$ cat src/hw/rtl/numeric_literal_validator_core_defines.svh
// Assertion macros shared by the numeric literal validator RTL
`ifndef NUMERIC_LITERAL_VALIDATOR_CORE_DEFINES_SVH
`define NUMERIC_LITERAL_VALIDATOR_CORE_DEFINES_SVH

// Same-cycle implication, sampled on clk, off during reset
`define NLV_ASSERT_NOW(lbl, ante, cons, msg) \
	lbl: assert property (@(posedge clk) disable iff (!arst_n) (ante) |-> (cons)) \
		else $error(msg);

// Next-cycle implication, sampled on clk, off during reset
`define NLV_ASSERT_NEXT(lbl, ante, cons, msg) \
	lbl: assert property (@(posedge clk) disable iff (!arst_n) (ante) |=> (cons)) \
		else $error(msg);

`endif

$ cat src/hw/rtl/nlv_pkg.sv
// Types, codes and character helpers for the numeric literal validator
`default_nettype none

package nlv_pkg;

	// value_class codes
	localparam logic [1:0] CLASS_ANY = 2'd0;
	localparam logic [1:0] CLASS_INT = 2'd1;
	localparam logic [1:0] CLASS_FLT = 2'd2;

	// register word index of value_class
	localparam logic REG_VALUE_CLASS = 1'b0;

	// characters of interest
	localparam logic [7:0] CH_NUL   = 8'h00;
	localparam logic [7:0] CH_ZERO  = 8'h30;
	localparam logic [7:0] CH_LO_X  = 8'h78;
	localparam logic [7:0] CH_UP_X  = 8'h58;
	localparam logic [7:0] CH_PLUS  = 8'h2B;
	localparam logic [7:0] CH_MINUS = 8'h2D;
	localparam logic [7:0] CH_DOT   = 8'h2E;
	localparam logic [7:0] CH_LO_E  = 8'h65;
	localparam logic [7:0] CH_UP_E  = 8'h45;
	localparam logic [7:0] CH_LO_F  = 8'h66;
	localparam logic [7:0] CH_UP_F  = 8'h46;

	// parse phase
	typedef enum logic [3:0] {
		PH_START    = 4'd0,
		PH_ZERO     = 4'd1,
		PH_HEX_PFX  = 4'd2,
		PH_HEX_DIG  = 4'd3,
		PH_SIGN     = 4'd4,
		PH_DEC_DIG  = 4'd5,
		PH_TRAIL    = 4'd6,
		PH_F_SIGN   = 4'd7,
		PH_F_INT    = 4'd8,
		PH_F_DOT    = 4'd9,
		PH_F_FRAC   = 4'd10,
		PH_EXP      = 4'd11,
		PH_EXP_SIGN = 4'd12,
		PH_EXP_DIG  = 4'd13,
		PH_BAD      = 4'd15
	} phase_t;

	// control from the item path to the parser
	typedef struct packed {
		logic fire;     // an item is consumed this cycle
		logic restart;  // register write: begin a fresh string
	} step_ctl_t;

	function automatic logic is_ws(input logic [7:0] c);
		return c inside {8'd32, [8'd9:8'd13]};
	endfunction

	function automatic logic is_dig(input logic [7:0] c);
		return c inside {[8'd48:8'd57]};
	endfunction

	function automatic logic is_hex(input logic [7:0] c);
		return c inside {[8'd48:8'd57], [8'd65:8'd70], [8'd97:8'd102]};
	endfunction

	function automatic logic is_sgn(input logic [7:0] c);
		return (c == CH_PLUS) || (c == CH_MINUS);
	endfunction

	// float: after a digit run (integer part, fraction or exponent)
	function automatic phase_t flt_after(input logic [7:0] c, input phase_t stay,
			input logic dot_ok);
		phase_t nx;
		if (is_dig(c)) begin
			nx = stay;
		end else if (dot_ok && c == CH_DOT) begin
			nx = PH_F_FRAC;
		end else if (stay != PH_EXP_DIG && (c == CH_LO_E || c == CH_UP_E)) begin
			nx = PH_EXP;
		end else if (c == CH_LO_F || c == CH_UP_F || is_ws(c)) begin
			nx = PH_TRAIL;
		end else begin
			nx = PH_BAD;
		end
		return nx;
	endfunction

endpackage

`default_nettype wire

$ cat src/hw/rtl/nlv_parser.sv
// Parse state machine: phase and error registers plus the end-of-string verdict
`default_nettype none

module nlv_parser (
	input  wire logic              clk,
	input  wire logic              arst_n,
	input  wire nlv_pkg::step_ctl_t ctl,
	input  wire logic [7:0]        char_code,
	input  wire logic [1:0]        value_class,
	output logic                   verdict
);
	import nlv_pkg::*;

	phase_t phase_q, phase_d, nx;
	logic   err_q, err_d;
	logic   rules;
	logic   accepting;

	assign rules = (value_class == CLASS_INT) || (value_class == CLASS_FLT);

	// state registers
	always_ff @(posedge clk or negedge arst_n) begin
		if (!arst_n) begin
			phase_q <= PH_START;
			err_q   <= 1'b0;
		end else begin
			phase_q <= phase_d;
			err_q   <= err_d;
		end
	end

	// next phase per class
	always_comb begin
		nx = PH_BAD;
		if (value_class == CLASS_INT) begin
			case (phase_q)
				PH_START: begin
					if (is_ws(char_code))              nx = PH_START;
					else if (char_code == CH_ZERO)     nx = PH_ZERO;
					else if (is_dig(char_code))        nx = PH_DEC_DIG;
					else if (is_sgn(char_code))        nx = PH_SIGN;
				end
				PH_ZERO: begin
					if (char_code == CH_LO_X || char_code == CH_UP_X) nx = PH_HEX_PFX;
					else if (is_dig(char_code))        nx = PH_DEC_DIG;
					else if (is_ws(char_code))         nx = PH_TRAIL;
				end
				PH_HEX_PFX: begin
					if (is_hex(char_code))             nx = PH_HEX_DIG;
				end
				PH_HEX_DIG: begin
					if (is_hex(char_code))             nx = PH_HEX_DIG;
					else if (is_ws(char_code))         nx = PH_TRAIL;
				end
				PH_SIGN: begin
					if (is_dig(char_code))             nx = PH_DEC_DIG;
				end
				PH_DEC_DIG: begin
					if (is_dig(char_code))             nx = PH_DEC_DIG;
					else if (is_ws(char_code))         nx = PH_TRAIL;
				end
				PH_TRAIL: begin
					if (is_ws(char_code))              nx = PH_TRAIL;
				end
				default: nx = PH_BAD;
			endcase
		end else begin
			case (phase_q)
				PH_START: begin
					if (is_ws(char_code))              nx = PH_START;
					else if (is_sgn(char_code))        nx = PH_F_SIGN;
					else if (is_dig(char_code))        nx = PH_F_INT;
					else if (char_code == CH_DOT)      nx = PH_F_DOT;
				end
				PH_F_SIGN: begin
					if (is_dig(char_code))             nx = PH_F_INT;
					else if (char_code == CH_DOT)      nx = PH_F_DOT;
				end
				PH_F_INT:  nx = flt_after(char_code, PH_F_INT, 1'b1);
				PH_F_DOT: begin
					if (is_dig(char_code))             nx = PH_F_FRAC;
				end
				PH_F_FRAC: nx = flt_after(char_code, PH_F_FRAC, 1'b0);
				PH_EXP: begin
					if (is_sgn(char_code))             nx = PH_EXP_SIGN;
					else if (is_dig(char_code))        nx = PH_EXP_DIG;
				end
				PH_EXP_SIGN: begin
					if (is_dig(char_code))             nx = PH_EXP_DIG;
				end
				PH_EXP_DIG: nx = flt_after(char_code, PH_EXP_DIG, 1'b0);
				PH_TRAIL: begin
					if (is_ws(char_code))              nx = PH_TRAIL;
				end
				default: nx = PH_BAD;
			endcase
		end
	end

	// state update: restart on register write or NUL, else step when checking
	always_comb begin
		phase_d = phase_q;
		err_d   = err_q;
		if (ctl.restart) begin
			phase_d = PH_START;
			err_d   = 1'b0;
		end else if (ctl.fire) begin
			if (char_code == CH_NUL) begin
				phase_d = PH_START;
				err_d   = 1'b0;
			end else if (rules && !err_q) begin
				if (nx == PH_BAD) begin
					err_d = 1'b1;
				end else begin
					phase_d = nx;
				end
			end
		end
	end

	// accepting end phases per class
	always_comb begin
		if (value_class == CLASS_INT) begin
			accepting = (phase_q == PH_ZERO) || (phase_q == PH_HEX_DIG) ||
				(phase_q == PH_DEC_DIG) || (phase_q == PH_TRAIL);
		end else begin
			accepting = (phase_q == PH_F_INT) || (phase_q == PH_F_FRAC) ||
				(phase_q == PH_EXP_DIG) || (phase_q == PH_TRAIL);
		end
	end

	assign verdict = rules ? (!err_q && accepting) : 1'b1;

endmodule

`default_nettype wire

$ cat src/hw/rtl/numeric_literal_validator_core.sv
// Top level of the numeric literal validator: register port, item stages, assertions
//
//   channel   dir   handshake                  payload
//   char      in    char_valid / char_stall    char_code[7:0]
//   result    out   result_valid / result_stall is_valid
//   config    in    APB psel/penable/pwrite    paddr[2:0], pwdata[31:0]
//
// One character per cycle while no NUL waits: it is captured in the input register,
// and the parse state machine consumes it from there; a NUL also loads the result
// register. Reset clears the class to 0 and the parser to the start of a string.
// A stalled result holds back only NULs, and the characters behind a waiting NUL;
// other characters keep flowing while a result waits.
`default_nettype none

module numeric_literal_validator_core (
	input  wire logic        clk,
	input  wire logic        arst_n,
	// character stream
	input  wire logic        char_valid,
	output logic             char_stall,
	input  wire logic [7:0]  char_code,
	// verdict stream
	output logic             result_valid,
	input  wire logic        result_stall,
	output logic             is_valid,
	// register port
	input  wire logic        psel,
	input  wire logic        penable,
	input  wire logic        pwrite,
	input  wire logic [2:0]  paddr,
	input  wire logic [31:0] pwdata,
	output logic [31:0]      prdata,
	output logic             pready
);
	import nlv_pkg::*;

	logic [1:0] class_q;
	logic       cfg_wr;
	logic       valid_s1;
	logic [7:0] char_s1;
	logic       adv_s1;
	logic       load_s1;
	logic       verdict;
	logic       is_valid_q;
	logic       result_valid_q;
	step_ctl_t  ctl;

	// register port
	assign pready = 1'b1;
	assign cfg_wr = psel && penable && pwrite && (paddr[2] == REG_VALUE_CLASS);
	assign prdata = (paddr[2] == REG_VALUE_CLASS) ? {30'd0, class_q} : 32'd0;

	always_ff @(posedge clk or negedge arst_n) begin
		if (!arst_n) begin
			class_q <= CLASS_ANY;
		end else if (cfg_wr) begin
			class_q <= pwdata[1:0];
		end
	end

	// input stage: a NUL waits here while the result register is full and stalled
	assign adv_s1     = valid_s1 && ((char_s1 != CH_NUL) || !result_valid_q || !result_stall);
	assign char_stall = valid_s1 && !adv_s1;
	assign load_s1    = char_valid && !char_stall;

	always_ff @(posedge clk or negedge arst_n) begin
		if (!arst_n) begin
			valid_s1 <= 1'b0;
		end else if (load_s1) begin
			valid_s1 <= 1'b1;
		end else if (adv_s1) begin
			valid_s1 <= 1'b0;
		end
	end

	always_ff @(posedge clk) begin
		if (load_s1) begin
			char_s1 <= char_code;
		end
	end

	// parser
	assign ctl.fire    = adv_s1;
	assign ctl.restart = cfg_wr;

	nlv_parser u_parser (
		.clk         (clk),
		.arst_n      (arst_n),
		.ctl         (ctl),
		.char_code   (char_s1),
		.value_class (class_q),
		.verdict     (verdict)
	);

	// result register
	always_ff @(posedge clk or negedge arst_n) begin
		if (!arst_n) begin
			result_valid_q <= 1'b0;
		end else if (adv_s1 && char_s1 == CH_NUL) begin
			result_valid_q <= 1'b1;
		end else if (!result_stall) begin
			result_valid_q <= 1'b0;
		end
	end

	always_ff @(posedge clk) begin
		if (adv_s1 && char_s1 == CH_NUL) begin
			is_valid_q <= verdict;
		end
	end

	assign result_valid = result_valid_q;
	assign is_valid     = is_valid_q;

	// checks
`include "numeric_literal_validator_core_defines.svh"

	`NLV_ASSERT_NEXT(a_nul_makes_result, adv_s1 && char_s1 == CH_NUL, result_valid_q, "NUL consumed without a result")
	`NLV_ASSERT_NEXT(a_any_class_passes, adv_s1 && char_s1 == CH_NUL && class_q == CLASS_ANY, is_valid_q, "accept-any class gave an invalid result")
	`NLV_ASSERT_NOW(a_stall_only_on_nul, char_stall, valid_s1 && char_s1 == CH_NUL && result_valid_q, "input stalled without a waiting NUL")

endmodule

`default_nettype wire
$ cat config.mk
export PLATFORM = sky130hd
export DESIGN_NAME = numeric_literal_validator_core
export DESIGN_NICKNAME = d
export VERILOG_FILES = /design/src/hw/rtl/nlv_pkg.sv /design/src/hw/rtl/nlv_parser.sv /design/src/hw/rtl/numeric_literal_validator_core.sv
export VERILOG_INCLUDE_DIRS = /design/src /design/src/hw/rtl
export SDC_FILE = /design/constraint.sdc
export NUM_CORES = 1
export LEC_CHECK = 0
export BUFFER_PORTS_ARGS = -buffer_cell sky130_fd_sc_hd__clkbuf_2
export CAP_MARGIN = 20
export CORE_ASPECT_RATIO = 2
export CORE_MARGIN = 1.5
export CORE_UTILIZATION = 40
export DETAILED_ROUTE_END_ITERATION = 6
export GPL_ROUTABILITY_DRIVEN = 0
export PLACE_DENSITY = 0.7
export SETUP_SLACK_MARGIN = 0.05
export SYNTH_ARGS = -nofsm -noshare
export SYNTH_HDL_FRONTEND = slang
export SYNTH_SLANG_ARGS = --single-unit
export TNS_END_PERCENT = 30
$ cat constraint.sdc
create_clock -name clk -period 2.6 [get_ports clk]
set_input_delay 0.39 -clock clk [delete_from_list [all_inputs] [get_ports clk]]
set_output_delay 0.39 -clock clk [all_outputs]
set_load 0.005 [all_outputs]
# Yosys cells after proc, flatten, opt, wreduce, memory -nomap -nowiden
# Cells that the tools add are included.
[word_totals]
ff_bits = 18
out_inout_bits = 36
in_bits = 50
[op_classes]
n_reduce_logical = 43
mux = 42
magnitude_cmp = 8
bitwise = 1
n_eq_ne = 29
[ops]
columns = ["op", "count"]
rows = [
  ["$mux W4", 26],
  ["$eq A8 B7 Y1 const B", 6],
  ["$eq A8 B6 Y1 const B", 5],
  ["$pmux W4 S9", 1],
  ["$eq A4 B4 Y1 const B", 7],
  ["$pmux W4 S7", 1],
  ["$eq A4 B3 Y1 const B", 4],
  ["$ge A8 B7 Y1 const B", 2],
  ["$le A8 B7 Y1 const B", 2],
  ["$logic_or A1 B1 Y1", 14],
  ["$logic_and A1 B1 Y1", 13],
  ["$mux W1", 10],
  ["$reduce_bool A3 Y1", 3],
  ["$eq A4 B2 Y1 const B", 2],
  ["$ge A8 B4 Y1 const B", 1],
  ["$ge A8 B6 Y1 const B", 1],
  ["$le A8 B4 Y1 const B", 1],
  ["$le A8 B6 Y1 const B", 1],
  ["$logic_not A8 Y1", 1],
  ["$reduce_bool A8 Y1", 1],
  ["$mux W3", 2],
  ["$reduce_and A3 Y1", 2],
  ["$reduce_bool A2 Y1", 3],
  ["$logic_not A1 Y1", 5],
  ["8 further kinds", 9],
]

# Logic depth before layout (Yosys ltp)
# Gate-level depths: netlist (run 1).
[logic_depth]
ltp_word = 16
ltp_mapped = 10
mapped_depth_nobuf = 9

# Modules after synthesis
# From an unflattened synthesis (run 1), not the netlist that was laid out.
[hier_totals]
hier_cells = 211
hier_area_um2 = 1808.0
[by_module_without_submodules]
columns = ["mod", "cells_per_inst", "area_each_um2", "n_inst"]
rows = [
  ["nlv_parser", 145, 1046.0, 1],
  ["numeric_literal_validator_core", 66, 762.0, 1],
]

# Least setup slack after synthesis (run 1)
# No wires, ideal clock.
[synth_timing]
path_type = "flip-flop to flip-flop"
start = "register char_s1[2]"
end = "register u_parser.phase_q[0]"
path_stages_with_launch = 10
period_less_slack_ps = 2276
setup_slack_ps = 324
required_time_ps = 2476
n_path_buf = 1
arrival_ps = 2152
cell_sequence = "edfxtp_1 > buf_6 > or3_4 > nand3_2 > nand4_1 > a31oi_1 > o22ai_1 > a2111oi_4 > nor3_1 > a211o_1"
[synth_via]
elab_chain_len = 15
[synth_rtl]
columns = ["item", "line_no", "text"]
rows = [
  ["start, declared", "numeric_literal_validator_core.sv:40", "logic [7:0] char_s1;"],
  ["start signal, assigned", "numeric_literal_validator_core.sv:78", "char_s1 <= char_code;"],
  ["$ge A8 B4 Y1 or $le A8 B4 Y1 (tied branches)", "nlv_pkg.sv:53", "return c inside {8'd32, [8'd9:8'd13]};"],
  ["$logic_and A1 B1 Y1", "nlv_pkg.sv:53", ""],
  ["$reduce_bool A2 Y1", "nlv_pkg.sv:53", ""],
  ["$logic_or A1 B1 Y1", "nlv_pkg.sv:78", "end else if (c == CH_LO_F || c == CH_UP_F || is_ws(c)) begin"],
  ["$mux W4", "nlv_pkg.sv:78", ""],
  ["$mux W4", "nlv_pkg.sv:76", "end else if (stay != PH_EXP_DIG && (c == CH_LO_E || c == CH_UP_E)) begin"],
  ["$mux W4", "nlv_pkg.sv:74", "end else if (dot_ok && c == CH_DOT) begin"],
  ["$mux W4", "nlv_pkg.sv:72", "if (is_dig(c)) begin"],
  ["$pmux W4 S9", "nlv_parser.sv:68", "case (phase_q)"],
  ["$mux W4", "nlv_parser.sv:35", "if (value_class == CLASS_INT) begin"],
  ["$mux W4", "nlv_parser.sv:112", "if (nx == PH_BAD) begin"],
  ["$mux W4", "nlv_parser.sv:111", "end else if (rules && !err_q) begin"],
  ["$mux W4", "nlv_parser.sv:108", "if (char_code == CH_NUL) begin"],
  ["$mux W4", "nlv_parser.sv:107", "end else if (ctl.fire) begin"],
  ["$mux W4", "nlv_parser.sv:104", "if (ctl.restart) begin"],
  ["end signal, assigned", "nlv_parser.sv:27", "phase_q <= phase_d;"],
  ["end, declared", "nlv_parser.sv:14", "phase_t phase_q, phase_d, nx;"],
]
# Several ways; a longest one is shown, not always the timed one. The select of a mux whose other input is x is not followed.
# A chain may end at the register's enable or synchronous reset.

# Worst setup path after layout (run 1)
[layout_timing]
start = "register char_s1[1]"
end = "register u_parser.phase_q[1]"
[layout_via]
elab_chain_len = 13
[layout_rtl]
columns = ["item", "line_no"]
rows = [
  ["$ge A8 B4 Y1 (tied with other cells)", "nlv_pkg.sv:53"],
  ["$logic_and A1 B1 Y1 or $logic_or A1 B1 Y1 (tied branches)", "nlv_pkg.sv:53, nlv_pkg.sv:65"],
  ["$reduce_bool A2 Y1 or $mux W4 (tied branches)", "nlv_pkg.sv:53, nlv_parser.sv:41"],
  ["$logic_or A1 B1 Y1 or $mux W4 (tied branches)", "nlv_pkg.sv:78, nlv_parser.sv:40"],
  ["$mux W4 (on tied branches)", "nlv_pkg.sv:78, nlv_parser.sv:39"],
  ["$mux W4 (on tied branches)", "nlv_pkg.sv:76, nlv_parser.sv:38"],
  ["$mux W4 or $pmux W4 S7 (tied branches)", "nlv_pkg.sv:74, nlv_parser.sv:36"],
  ["$mux W4 (on tied branches)", "nlv_pkg.sv:72, nlv_parser.sv:35"],
  ["$pmux W4 S9 or $mux W4 (tied branches)", "nlv_parser.sv:68, nlv_parser.sv:112"],
  ["$mux W4 (on tied branches)", "nlv_parser.sv:35, nlv_parser.sv:111"],
  ["$eq A4 B4 Y1 or $mux W4 (tied branches)", "nlv_parser.sv:112, nlv_parser.sv:108"],
  ["$ne A3 B3 Y1 (no source line) or $mux W4 (tied branches)", "--"],
  ["$reduce_and A3 Y1 (no source line) or $mux W4 (tied branches)", "--"],
]
# Several ways; a longest one is shown, not always the timed one. The select of a mux whose other input is x is not followed.

==> impl_metrics.tcl, run 1 <==
set metrics [dict create \
    numCtsBuffers 3 \
    die_area_mm2 0.00504 \
    antenna_found_initial 0 \
    synth_warnings 0 \
    layout_commonest_cell "buf_4" \
    power.total_w 0.00194 \
    r2r_slack_ns 0.06 \
    grt_pass1_vias 1814 \
    critical_path_depth 9 \
    clock-root-buffer "clkbuf_8" \
    clock.fmax_mhz 394 \
    layout-drive-gt1-share_pct 35.3 \
    startpoint_type "register" \
    hold_violations 0 \
    clock_sinks 18 \
    antenna_cells 0 \
    peakVddDrop_uv 664 \
    placed_cell_area_mm2 0.00209 \
    holdPathStages 1 \
    area_growth_pct 21.0 \
    grt_overflow_total 0 \
    start_util_pct 42.0 \
    insertion_delay_ns 0.25 \
    worstHoldStart "char_code[6]" \
    crit_type "register to register" \
    instances_no_fill 323 \
    synth_seq_cells 18 \
    fin_skew_ns 0.00309 \
    leakage_nw 0.986 \
    path_cells "buf_4 > or3_4 > nand3_4 > nand4_1 > a31oi_2 > o22ai_2 > a2111oi_4 > nor3_1 > a211o_1" \
    synthArstFlopShare_pct 50.0 \
    vias 1824 \
    drt_wl_total_mm 4.82 \
    hold_ws_ns 0.315 \
    vias_per_cell 5.65 \
    maxCapViolCount 0 \
    drt-wirelength-per-cell_um 14.9 \
    grt_pass1_wl_mm 7.94 \
    hpwl_mm 3.78 \
    reg2reg_depth 9 \
    critPathTopFamily "compound AO/OA/AOI/OAI gates" \
    placedCellCount 315 \
    hp-class "primary input to register" \
    cts_tree "yes" \
    r2r_start "char_s1[1]" \
    die_w_um 51.0 \
    clk_pin_slew_ns 0.06 \
    syn_avg_cell_area_um2 8.56 \
    period_share_pct 97.6 \
    slew_viol_final 0 \
    fillers 435 \
    multi_input_area_mm2 0.00118 \
    synth_edf_count 9 \
    ant_nets 0 \
    synth_ff_type "edfxtp_1" \
    ios 86 \
    setup_viol_count_final 0 \
    cts.path.max_buffers 2 \
    final_cell_mix "buf_4 (39), conb_1 (31), clkbuf_2 (22), nand2_1 (21), nor2_1 (15)" \
    seq_area_frac_synth_pct 26.9 \
    cts_max_level 1 \
    outcome "completed" \
    synth_cell_type_count 64 \
    drtPass1Iterations 4 \
    crit_slowest_cell "edfxtp_1" \
    crit_buf_inv 1 \
    grt_use_total_pct 20.4 \
    hold-path-endpoint "char_s1[6]" \
    grt_max_degree 14 \
    final.min_clock_period_ns 2.54 \
    setup_tns_ns 0 \
    die_y_um 98.9 \
    netlist_area_mm2 0.00184 \
    core_area_mm2 0.00438 \
    finalInstanceArea_mm2 0.00223 \
    synthCells 215 \
    nets 321 \
    portBuffers 22 \
    rr_endpoint "u_parser.phase_q[1]" \
    powerDensity_mw_per_mm2 869 \
    rows 34 \
    seq_area_um2 498 \
    cpPeakStageDelay_ns 0.48 \
    crit_required_ns 2.74 \
    crit_arrival_ns 2.68 \
    rsz0062_at_grt "yes" \
    drt_iter0_drc 47 \
    path_max_fanout 6 \
    drcViolationCount 0 \
    endpoint_kind "register" \
]
==> power breakdown <==
part           switching, W  internal [W]  leakage (nW)  total [W]
logic              0.000643      0.000639         0.772    0.00128
clock network     0.0000862      0.000105        0.0231   0.000191
registers          0.000104      0.000359         0.191   0.000463
total              0.000833       0.00110         0.986    0.00194
==> registers in the layout, summed over array words and instances, names as in the netlist <==
| register | cells |
|---|---|
| char_s1 | 8 |
| class_q | 2 |
| is_valid | 1 |
| result_valid | 1 |
| u_parser.err_q | 1 |
| u_parser.phase_q | 4 |
| valid_s1 | 1 |
==> cells in the mapped netlist (all sizes together) (2+ instances only) <==
master,count,share of area (%)
nor3,6,1.6
o211ai,2,0.82
and2,5,1.7
nand3,7,2.2
nor3b,2,1.1
inv,6,1.2
nor2,15,3.1
nor2b,5,1.7
a21oi,13,3.5
o22ai,5,1.7
conb,2,0.41
a311oi,2,0.95
a211o,3,1.4
buf,40,16
nand2,23,5.0
nor4b,2,1.3
o31ai,5,3.3
a31oi,4,1.4
o2111ai,2,1.3
nand2b,3,1.0
a22oi,2,0.82
nand4,6,2.0
nor4,3,1.4
mux2,2,1.2
o21ai,6,2.2
dfrtp,9,12
edfxtp,9,15
or3,2,0.95
nand4b,2,0.95
==> layout make-up <==
cell class / instances / area share, %
clock buffer: 3 / 1.85
sequential: 18 / 22.4
multi-input combinational: 179 / 53.0
tap: 54 / 3.03
timing repair buffer: 62 / 18.5
inverter: 6 / 1.01
clock inverter: 1 / 0.169
==> metal layers <==
layer  track usage (%)  part of all wire, %  vias to the layer above
li1                  -                    -                      848
met4              13.7                  5.3                        0
met3             0.758                  3.8                       22
met1              18.6                   33                      875
met5                 0                    0                        -
met2              40.4                   58                       79
==> cell families (layout without fill, tap and decap cells) <==
family          count (synthesis)  in the layout  synth area share, %
xor+xnor                        2              2                0.952
other cells                     2             31                0.408
simple gates                   87             87                 27.1
mux                             3              3                 2.45
flops                          18             18                 26.9
compound gates                 55             55                 23.7
fa+ha+maj                       1              1                0.680
buf+inv                        47             72                 17.8
==> worst max path at each step <==
stage               start                  end  slack, ns
2_1_floorplan  char_s1[2]  u_parser.phase_q[0]       0.32
3_3_place_gp   char_s1[1]  u_parser.phase_q[0]       0.05
3_5_place_dp   char_s1[1]  u_parser.phase_q[1]       0.02
4_1_cts        char_s1[4]  u_parser.phase_q[0]       0.05
5_1_grt        char_s1[3]  u_parser.phase_q[1]      -0.04
6_report       char_s1[1]  u_parser.phase_q[1]       0.06
==> what timing repair did <==
item | 4_1_cts | 5_1_grt
hold buffers | 1 | 0
gates resized for setup | 0 | 12
pin swaps | 1 | 4
buffers inserted | 0 | 3
setup endpoints to repair | 4 | 5
hold endpoints to repair | 9 | 0
==> per-stage QoR <==
stage | setup WS (ns) | util, %
final | 0.0614 | 50.8
after CTS | 0.0485 | 49.0
after floorplan | 0.324 | -
after global routing | -0.0366 | 50.8
after detailed placement | 0.0186 | 47.7
after global placement | 0.0522 | 47.7
(Power assumes the default switching activity.)
==> inputs of run 2 (changes only) <==
--- a/config.mk
+++ b/config.mk
@@ -6,6 +6,7 @@
 export SDC_FILE = /design/constraint.sdc
 export NUM_CORES = 1
 export LEC_CHECK = 0
+export ABC_AREA = 1
 export BUFFER_PORTS_ARGS = -buffer_cell sky130_fd_sc_hd__clkbuf_2
 export CAP_MARGIN = 20
 export CORE_ASPECT_RATIO = 2
==> run 2 against run 1 <==
Effect of this change: cell count increased by 16%; synthesized cell count increased by 38%; routed wire length decreased by 13%; clock power about the same; critical endpoint is now char_stall; largest cell class unchanged; largest power group unchanged.
==> impl_metrics.tcl, run 2 <==
set metrics [dict create \
    fillers 508 \
    die_w_um 51.9 \
    slew_viol_final 0 \
    hold_violations 0 \
    powerDensity_mw_per_mm2 919 \
    grt_use_met2_pct 35.2 \
    clock-root-buffer "clkbuf_8" \
    synth_compound_area_share_pct 6.15 \
    cts_max_level 1 \
    pre_cts_ws_ns 0.586 \
    antenna_found_initial 0 \
    yosysTopAreaCell "nand2_1" \
    leakage_nw 1.09 \
    antenna_cells 0 \
    final.min_clock_period_ns 2.12 \
    core_area_mm2 0.00460 \
    reg_top3 "char_s1 (8), u_parser.phase_q (4), class_q (2)" \
    synth_warnings 0 \
    setup_viol_count_final 0 \
    vias 1787 \
    use_met1_pct 15.6 \
    grt_pass1_wl_mm 7.03 \
    rsz0062_at_grt "no" \
    syn_avg_cell_area_um2 6.44 \
    path_max_fanout 6 \
    setup_tns_ns 0 \
    outcome "completed" \
    synth_edf_count 9 \
    synth_seq_cells 18 \
    synth_ff_type "edfxtp_1" \
    seq_area_um2 495 \
    grt_pass1_vias 1734 \
    cts_tree "yes" \
    final_util_pct 43.7 \
    multi_input_area_mm2 0.00115 \
    crit_type "register to primary output" \
    synthArstFlopShare_pct 50.0 \
    met3_usage_pct 0.890 \
    synthAdderAreaFrac_pct 0.654 \
    rows 35 \
    drt_wl_total_mm 4.17 \
    synthTopCellsByCount "nand2_1 (73), nor2_1 (47), buf_4 (31), inv_1 (25), nand3_1 (23)" \
    grt_use_total_pct 17.7 \
    area_growth_pct 5.17 \
    synth_cell_type_count 29 \
    numCtsBuffers 3 \
    peakVddDrop_uv 659 \
    layout-drive-gt1-share_pct 22.7 \
    ant_nets 0 \
    vias_per_cell 4.75 \
    cts_resized 0 \
    grt_overflow_total 0 \
    synth_top_family_by_area "simple AND/OR/NAND/NOR gates" \
    seq_area_frac_synth_pct 25.9 \
    clock.fmax_mhz 472 \
    yosys-top-cells-area "nand2_1 (14%), edfxtp_1 (14%), buf_4 (12%), dfrtp_1 (12%), nor2_1 (9.2%)" \
    synth_most_common_cell "nand2_1" \
    insertion_delay_ns 0.25 \
    hpwl_mm 3.62 \
    final_cell_mix "nand2_1 (73), nor2_1 (47), conb_1 (31), inv_1 (25), nand3_1 (23)" \
    largest_register_ffs 8 \
    top_register "char_s1" \
    clock_sinks 18 \
    start_util_pct 41.6 \
    nets 373 \
    cts.path.max_buffers 2 \
    layout_commonest_cell "nand2_1" \
    top_usage_layer "met2" \
    die_area_mm2 0.00523 \
    fin_skew_ns 0.00284 \
    drt-wirelength-per-cell_um 11.1 \
    cts_hold_buf 1 \
    synth-xor-area-share_pct 0 \
    die_y_um 101 \
    synth-simple-area-share_pct 47.1 \
    period_share_pct 81.4 \
    clk_pin_slew_ns 0.06 \
    drtPass1Iterations 4 \
    portBuffers 22 \
    grt_max_degree 14 \
    synthCells 297 \
    endpoint_kind "primary output" \
    crit_required_ns 2.21 \
    netlist_area_mm2 0.00191 \
    ios 86 \
    muxShareOfSynthArea_pct 0 \
    yosysTopAreaCellShare_pct 14.3 \
    fin_ws_ns 0.483 \
    hp-class "primary input to register" \
    cts_setup_buffers 0 \
    drt_iter0_drc 35 \
    maxCapViolCount 0 \
    drcViolationCount 0 \
    startpoint_type "register" \
    crit_arrival_ns 1.73 \
]
run 2: worst paths after layout:
kind,from,end,slack (ns),cells after the start
worst max-delay path,char_s1[1],char_stall,0.48,6
worst min-delay path,char_code[2],char_s1[2],0.32,1
worst max register to register,u_parser.phase_q[3],u_parser.phase_q[1],0.58,15
worst min register to register,u_parser.err_q,u_parser.err_q,0.51,2
max in group asynchronous,arst_n,result_valid,1.87,2
min in group asynchronous,arst_n,u_parser.phase_q[0],0.53,2
run 2: per-layer routing:
metal | vias up | share of wire [%]
li1 | 923 | -
met1 | 779 | 34
met2 | 70 | 57
met3 | 15 | 4.0
met4 | 0 | 5.0
met5 | - | 0
run 2: cells by family after synthesis:
| kind of cell | count (synthesis) |
|---|---|
| AO/OA/AOI/OAI | 19 |
| adder cells (fa/ha/maj) | 1 |
| buffers and inverters | 68 |
| flip-flops | 18 |
| other | 2 |
| AND/OR/NAND/NOR | 189 |
run 2: metrics by stage:
stage                     total power [W]  instances  area (µm²)  hold slack [ns]
final                             0.00185        376        2010            0.315
after floorplan                   0.00144        326        2020           0.0944
after global routing              0.00205        376        2010            0.307
after global placement            0.00163        371        1960            0.262
after CTS                         0.00185        376        2010            0.310
after detailed placement          0.00165        371        1960            0.268
run 2: critical path, stage by stage, from the launching register on:
cell	delay, ns
edfxtp_1	0.48
inv_2	0.12
nand2_1	0.11
nor3_2	0.33
nand3_1	0.17
nor2_1	0.14
clkbuf_2	0.13
run 2: final cells by class:
| type | count | share of cell area [%] |
|---|---|---|
| clock inverter | 1 | 0.187 |
| clock buffer | 3 | 2.05 |
| multi-input combinational | 240 | 57.0 |
| inverter | 36 | 6.72 |
| sequential | 18 | 24.6 |
| tap | 55 | 3.42 |
| timing repair buffer | 23 | 5.97 |
run 2: where the power goes:
part,switching (W),internal (W),total [W]
Sequential,0.0000784,0.000365,0.000443
Clock,0.0000862,0.000105,0.000191
Combinational,0.000796,0.000418,0.00121
Total,0.000960,0.000888,0.00185
